[config.mk]
export PLATFORM = sky130hd
export DESIGN_NAME = hsl_to_rgb_pixel_converter_top
export DESIGN_NICKNAME = d
export VERILOG_FILES = /design/src/hsl2rgb_pkg.sv /design/src/hsl2rgb_prep.sv /design/src/hsl2rgb_mulsh.sv /design/src/hsl2rgb_mix.sv /design/src/hsl_to_rgb_pixel_converter_top.sv
export SDC_FILE = /design/constraint.sdc
export NUM_CORES = 1
export LEC_CHECK = 0
export BUFFER_PORTS_ARGS = -buffer_cell sky130_fd_sc_hd__buf_2
export CORE_ASPECT_RATIO = 0.8
export CORE_MARGIN = 2
export CORE_UTILIZATION = 38
export DETAILED_ROUTE_END_ITERATION = 8
export PLACE_DENSITY = 0.51
export SETUP_SLACK_MARGIN = 0.15
export SLEW_MARGIN = 25
export SYNTH_ARGS = -nofsm -noshare
export SYNTH_HDL_FRONTEND = slang
export SYNTH_SLANG_ARGS = --single-unit
[constraint.sdc]
create_clock -name clk -period 6.5 [get_ports clk]
set_input_delay 0.325 -clock clk [delete_from_list [all_inputs] [get_ports clk]]
set_output_delay 0.325 -clock clk [all_outputs]
set_load 0.05 [all_outputs]
[src/hsl2rgb_pkg.sv]
// Package of shared types and constants for the HSL to RGB pixel converter.
package hsl2rgb_pkg;

	localparam int SECTOR_BITS = 3;

	typedef logic [SECTOR_BITS-1:0] sector_t;

	localparam sector_t SECTOR_RED_YELLOW     = 3'd0;
	localparam sector_t SECTOR_YELLOW_GREEN   = 3'd1;
	localparam sector_t SECTOR_GREEN_CYAN     = 3'd2;
	localparam sector_t SECTOR_CYAN_BLUE      = 3'd3;
	localparam sector_t SECTOR_BLUE_MAGENTA   = 3'd4;
	localparam sector_t SECTOR_MAGENTA_RED    = 3'd5;

endpackage

[src/hsl2rgb_prep.sv]
// First pipeline stage: chroma span, hue sector and secondary weighting factor.
module hsl2rgb_prep #(
	parameter int CHANNEL_BITS = 16
) (
	input  logic                       clk,
	input  logic                       arst_n,
	input  logic                       valid,
	input  logic [CHANNEL_BITS-1:0]    hue,
	input  logic [CHANNEL_BITS-1:0]    saturation,
	input  logic [CHANNEL_BITS-1:0]    luminance,
	output logic                       valid_s1,
	output logic [CHANNEL_BITS:0]      span_s1,
	output logic [CHANNEL_BITS-1:0]    sat_s1,
	output logic [CHANNEL_BITS-1:0]    lum_s1,
	output hsl2rgb_pkg::sector_t       sector_s1,
	output logic [CHANNEL_BITS:0]      factor_s1
);

	localparam int W = CHANNEL_BITS;
	localparam logic [W:0] ONE = {1'b1, {W{1'b0}}};

	logic [W:0]   lum_ext;
	logic [W:0]   compl;
	logic [W:0]   lo;
	logic [W:0]   span;
	logic [W+2:0] h6;
	hsl2rgb_pkg::sector_t sector;
	logic [W-1:0] frac;
	logic [W:0]   factor;

	assign lum_ext = {1'b0, luminance};
	assign compl   = ONE - lum_ext;
	assign lo      = (lum_ext < compl) ? lum_ext : compl;
	assign span    = {lo[W-1:0], 1'b0};
	assign h6      = {1'b0, hue, 2'b00} + {2'b00, hue, 1'b0};
	assign sector  = h6[W+2:W];
	assign frac    = h6[W-1:0];
	assign factor  = sector[0] ? (ONE - {1'b0, frac}) : {1'b0, frac};

	always_ff @(posedge clk or negedge arst_n) begin
		if (!arst_n) begin
			valid_s1 <= 1'b0;
		end else begin
			valid_s1 <= valid;
		end
	end

	always_ff @(posedge clk) begin
		span_s1   <= span;
		sat_s1    <= saturation;
		lum_s1    <= luminance;
		sector_s1 <= sector;
		factor_s1 <= factor;
	end

endmodule

[src/hsl2rgb_mulsh.sv]
// Registered multiply with a fixed right shift, one pipeline stage.
module hsl2rgb_mulsh #(
	parameter int A_BITS   = 17,
	parameter int B_BITS   = 16,
	parameter int SHIFT    = 16,
	parameter int OUT_BITS = 16
) (
	input  logic                clk,
	input  logic                arst_n,
	input  logic                valid_in,
	input  logic [A_BITS-1:0]   a,
	input  logic [B_BITS-1:0]   b,
	output logic                valid_out,
	output logic [OUT_BITS-1:0] p
);

	logic [A_BITS+B_BITS-1:0] prod;

	assign prod = {{B_BITS{1'b0}}, a} * {{A_BITS{1'b0}}, b};

	always_ff @(posedge clk or negedge arst_n) begin
		if (!arst_n) begin
			valid_out <= 1'b0;
		end else begin
			valid_out <= valid_in;
		end
	end

	always_ff @(posedge clk) begin
		p <= prod[SHIFT+OUT_BITS-1:SHIFT];
	end

endmodule

[src/hsl2rgb_mix.sv]
// Last pipeline stage: places chroma and secondary value, adds the offset and saturates.
module hsl2rgb_mix #(
	parameter int CHANNEL_BITS = 16
) (
	input  logic                     clk,
	input  logic                     arst_n,
	input  logic                     valid,
	input  logic [CHANNEL_BITS-1:0]  chroma,
	input  logic [CHANNEL_BITS-1:0]  x,
	input  logic [CHANNEL_BITS-1:0]  lum,
	input  hsl2rgb_pkg::sector_t     sector,
	output logic                     done,
	output logic [CHANNEL_BITS-1:0]  red,
	output logic [CHANNEL_BITS-1:0]  green,
	output logic [CHANNEL_BITS-1:0]  blue
);

	localparam int W = CHANNEL_BITS;

	logic [W-1:0]        rc;
	logic [W-1:0]        gc;
	logic [W-1:0]        bc;
	logic signed [W+1:0] m;

	function automatic logic [W-1:0] sat_add(input logic [W-1:0] c, input logic signed [W+1:0] o);
		logic signed [W+2:0] sum;
		begin
			sum = $signed({3'b000, c}) + $signed({o[W+1], o});
			if (sum[W+2]) begin
				sat_add = '0;
			end else if (sum[W+1:W] != 2'b00) begin
				sat_add = '1;
			end else begin
				sat_add = sum[W-1:0];
			end
		end
	endfunction

	always_comb begin
		case (sector)
			hsl2rgb_pkg::SECTOR_RED_YELLOW: begin
				rc = chroma; gc = x;      bc = '0;
			end
			hsl2rgb_pkg::SECTOR_YELLOW_GREEN: begin
				rc = x;      gc = chroma; bc = '0;
			end
			hsl2rgb_pkg::SECTOR_GREEN_CYAN: begin
				rc = '0;     gc = chroma; bc = x;
			end
			hsl2rgb_pkg::SECTOR_CYAN_BLUE: begin
				rc = '0;     gc = x;      bc = chroma;
			end
			hsl2rgb_pkg::SECTOR_BLUE_MAGENTA: begin
				rc = x;      gc = '0;     bc = chroma;
			end
			default: begin
				rc = chroma; gc = '0;     bc = x;
			end
		endcase
	end

	assign m = $signed({2'b00, lum}) - $signed({3'b000, chroma[W-1:1]});

	always_ff @(posedge clk or negedge arst_n) begin
		if (!arst_n) begin
			done <= 1'b0;
		end else begin
			done <= valid;
		end
	end

	always_ff @(posedge clk) begin
		red   <= sat_add(rc, m);
		green <= sat_add(gc, m);
		blue  <= sat_add(bc, m);
	end

endmodule

[src/hsl_to_rgb_pixel_converter_top.sv]
// Top level of the HSL to RGB pixel converter.
// The converter takes one HSL word in every clock cycle and never asserts busy. Each word
// passes four register stages (span and sector, chroma multiply, secondary multiply, channel
// mix), and its RGB word appears on red, green and blue, with done high for one cycle only,
// once the channel mix register takes it. The two multipliers set the stage depth.
module hsl_to_rgb_pixel_converter_top #(
	parameter int CHANNEL_BITS = 16
) (
	input  logic                     clk,
	input  logic                     arst_n,
	input  logic                     start,
	output logic                     busy,
	input  logic [CHANNEL_BITS-1:0]  hue,
	input  logic [CHANNEL_BITS-1:0]  saturation,
	input  logic [CHANNEL_BITS-1:0]  luminance,
	output logic                     done,
	output logic [CHANNEL_BITS-1:0]  red,
	output logic [CHANNEL_BITS-1:0]  green,
	output logic [CHANNEL_BITS-1:0]  blue
);

	localparam int W = CHANNEL_BITS;

	logic                 valid_s1;
	logic [W:0]           span_s1;
	logic [W-1:0]         sat_s1;
	logic [W-1:0]         lum_s1;
	hsl2rgb_pkg::sector_t sector_s1;
	logic [W:0]           factor_s1;

	logic                 valid_s2;
	logic [W-1:0]         chroma_s2;
	logic [W-1:0]         lum_s2;
	hsl2rgb_pkg::sector_t sector_s2;
	logic [W:0]           factor_s2;

	logic                 valid_s3;
	logic [W-1:0]         x_s3;
	logic [W-1:0]         chroma_s3;
	logic [W-1:0]         lum_s3;
	hsl2rgb_pkg::sector_t sector_s3;

	assign busy = 1'b0;

	hsl2rgb_prep #(.CHANNEL_BITS(W)) u_prep (
		.clk        (clk),
		.arst_n     (arst_n),
		.valid      (start & ~busy),
		.hue        (hue),
		.saturation (saturation),
		.luminance  (luminance),
		.valid_s1   (valid_s1),
		.span_s1    (span_s1),
		.sat_s1     (sat_s1),
		.lum_s1     (lum_s1),
		.sector_s1  (sector_s1),
		.factor_s1  (factor_s1)
	);

	hsl2rgb_mulsh #(.A_BITS(W+1), .B_BITS(W), .SHIFT(W), .OUT_BITS(W)) u_chroma (
		.clk       (clk),
		.arst_n    (arst_n),
		.valid_in  (valid_s1),
		.a         (span_s1),
		.b         (sat_s1),
		.valid_out (valid_s2),
		.p         (chroma_s2)
	);

	always_ff @(posedge clk) begin
		lum_s2    <= lum_s1;
		sector_s2 <= sector_s1;
		factor_s2 <= factor_s1;
	end

	hsl2rgb_mulsh #(.A_BITS(W+1), .B_BITS(W), .SHIFT(W), .OUT_BITS(W)) u_second (
		.clk       (clk),
		.arst_n    (arst_n),
		.valid_in  (valid_s2),
		.a         (factor_s2),
		.b         (chroma_s2),
		.valid_out (valid_s3),
		.p         (x_s3)
	);

	always_ff @(posedge clk) begin
		chroma_s3 <= chroma_s2;
		lum_s3    <= lum_s2;
		sector_s3 <= sector_s2;
	end

	hsl2rgb_mix #(.CHANNEL_BITS(W)) u_mix (
		.clk    (clk),
		.arst_n (arst_n),
		.valid  (valid_s3),
		.chroma (chroma_s3),
		.x      (x_s3),
		.lum    (lum_s3),
		.sector (sector_s3),
		.done   (done),
		.red    (red),
		.green  (green),
		.blue   (blue)
	);

endmodule

==> results.txt <==
WHS -> 0.07531 ns
Hold WC Path Type -> input pin to async pin
Share of cells above drive strength 1 -> 9.471%
Post-synth EDFFs -> 0
Clock Pin Slew Worst Setup and Hold Paths -> 0.07 ns
Crit path launch type -> flip-flop
Setup violators final -> 0
Max-cap violations -> 0
Avg Vias per Cell -> 5.003
FMAX -> 164.2 MHz
Syn nets -> 3,695
DR pass1 iterations -> 5
Final ANT Viol Nets -> 0
Critical path arrival -> 6.59 ns
GRT Total Usage -> 20.08%
Port bufs -> 99
Period minus WS final -> 6.091 ns
Via Count -> 20,310
# IOs -> 101
Critical path type -> flip-flop to flip-flop
Post-Layout Inst Area -> 0.02982 mm2
Largest net degree at the start of global routing -> 79
Initial Util -> 38.50%
Mux cell area share after synthesis -> 1.101%
Die H -> 240.6 um
Area added between synthesis and finish -> 12.13%
Crit path max fanout -> 7
Post-DP Area -> 0.02848 mm2
Max Slew Vio Count -> 0
Clk buf depth -> 3
Gpl congestion -> 0.9122
Async set-or-reset flop fraction in the synthesized netlist -> 1.818%
Largest family of logic cells by synthesized area -> adder cells
Yosys top cell by area -> fa_1
Global-route wire length before repair -> 115,200 um
H-tree levels -> 1
Non-filler cells, final -> 4,060
RSZ-0062 raised after global routing -> yes
Worst Path Required -> 7.00 ns
CTS Sinks -> 220
Max-slew headroom -> 29.01%
Clock root buffer -> clkbuf_16
CTS tree -> built
Clk_lat worst skew -> 0.57 ns
Chip width -> 299.8 um
Warnings from Yosys -> 0
Synth Register Bits -> 220
Nets -> 3,841
Final period util -> 93.70%
Ant diodes -> 0
Simple-gate share of the synthesized area -> 15.83%
Clk_skew -> 0.01475 ns
Yosys top cell area share -> 29.28%
Iteration-0 DRC Markers -> 1,099
Die ar. -> 0.07213 mm2
Post-placement cell count -> 3,975
Top_reg_cell synth -> dfxtp_1
Synthesized cell area -> 0.02659 mm2
Tightest Pin Transition -> 1.063 ns
Syn_area_per_cell -> 8.951 um2
Cell count after synthesis -> 2,971
Outcome -> finished clean
Setup TNS -> 0 ns
Synth area leaders -> fa_1 (29%), dfxtp_1 (16%), ha_1 (13%), inv_1 (7.3%), nand2_1 (5.7%)
Sequential fraction of the synthesis area -> 16.64%
Post-Route WL -> 71,540 um
Critical path endpoint category -> flip-flop
Core footprint -> 0.06908 mm2
Routed length per instance -> 17.62 um
Post-route DRC -> 0
Synth Area in Adders -> 42.65%
Antenna violations before repair -> 0
Layout fillers -> 6,868
Dpl hpwl -> 58,940 um
Vias in the first global route -> 21,040
GR Overflow Total -> 0
Synth cell types -> 75
Post-synthesis compound-gate area fraction -> 10.85%
Rows -> 86
CTS buffer count -> 26
Synth Area in XOR/XNOR -> 4.150%
Final Hold Viols -> 0
[cell type report]
cell class / instances / area, um2 / share of cell area, %
multi-input cells: 2131 / 19860 / 66.59
clock inverters: 20 / 247.7 / 0.8308
flip-flops and latches: 220 / 4454 / 14.94
inverters: 519 / 1948 / 6.533
well taps: 924 / 1156 / 3.877
repair buffers: 219 / 1491 / 5.001
clock buffers: 27 / 664.4 / 2.228
[kinds of logic after synthesis]
| logic type | after synthesis |
|---|---|
| AOI/OAI and AO/OA | 429 |
| buffers and inverters | 620 |
| adders and majority gates | 673 |
| muxes | 26 |
| and+or+nand+nor | 876 |
| other | 1 |
| DFF | 220 |
| xor gates and xnor gates | 126 |
[cell usage after synthesis (20+ instances only)]
| master | count |
|---|---|
| o21ai_0 | 66 |
| mux2_2 | 22 |
| nor2_1 | 95 |
| o211ai_1 | 20 |
| nand2_1 | 405 |
| xnor2_1 | 82 |
| ha_1 | 284 |
| a22o_1 | 31 |
| xor2_1 | 44 |
| a21o_1 | 27 |
| fa_1 | 389 |
| dfxtp_1 | 216 |
| o21a_1 | 55 |
| and2_1 | 235 |
| clkbuf_1 | 90 |
| inv_1 | 518 |
| nand3_1 | 33 |
| a21oi_1 | 116 |
| nor3_1 | 25 |
[critical path, stage by stage, from the launching register on]
cell and delay [ns]:
dfxtp_1 0.42, buf_4 0.22, and2_1 0.17, fa_1 0.53, inv_1 0.06, fa_1 0.53, inv_1 0.05, fa_1 0.54
fa_1 0.49, fa_1 0.51, inv_1 0.05, fa_1 0.47, inv_1 0.06, ha_1 0.23, or3_1 0.35, o211ai_1 0.17
o2111ai_1 0.27, a311o_1 0.43, a21o_1 0.18, a21oi_1 0.18, xnor2_1 0.14
[stage by stage]
stage / util [%] / worst slack (ns)
after floorplan: - / 0.4751
after global placement: 41.22 / 0.2708
after detailed placement: 41.22 / 0.2595
after CTS: 43.06 / 0.2106
after global routing: 43.17 / 0.1266
final: 43.17 / 0.4094
[cell usage in the layout, fill, tap and decap left out, types with 26 or more instances in the layout]
cell | synthesis | routed
a22o_1 | 31 | 31
buf_2 | 2 | 100
a21oi_1 | 116 | 114
xnor2_1 | 82 | 82
a21o_1 | 27 | 27
nor2_1 | 95 | 94
xor2_1 | 44 | 44
buf_4 | 1 | 80
clkbuf_16 | 0 | 26
nand3_1 | 33 | 33
inv_1 | 518 | 518
dlygate4sd3_1 | 0 | 36
fa_1 | 389 | 389
o21ai_0 | 66 | 65
ha_1 | 284 | 284
and2_1 | 235 | 235
nand2_1 | 405 | 405
dfxtp_1 | 216 | 192
o21a_1 | 55 | 55
[what timing repair did]
item / in CTS / in global routing
endpoints found under the hold margin: 39 / 0
hold buffers: 36 / 0
setup endpoints to repair: 0 / 15
setup buffers: 0 / 0
resized for setup: 0 / 32
[final timing paths]
kind / depth (start not counted) / to / slack [ns] / from
setup / recovery: 20 / u_second.p[15] / 0.41 / factor_s2[6]
min in group clk: 3 / u_prep.sector_s1[2] / 0.14 / hue[14]
hold reg to reg: 0 / factor_s2[12] / 0.32 / u_prep.factor_s1[12]
setup reg to reg: 20 / u_second.p[15] / 0.41 / factor_s2[6]
max in group asynchronous: 2 / u_mix.done / 6.30 / arst_n
hold / removal: 2 / u_chroma.valid_out / 0.08 / arst_n
[metal layers]
metal  wire [um]  global-route usage, %
met2       30970                  31.14
met4        2069                  5.439
met5           0                      0
met3        3679                  2.430
met1       34820                  29.53
Power is left out: the tool's default activity adds up to more than one toggle a clock period on the data nets, which glitch-free logic cannot reach.
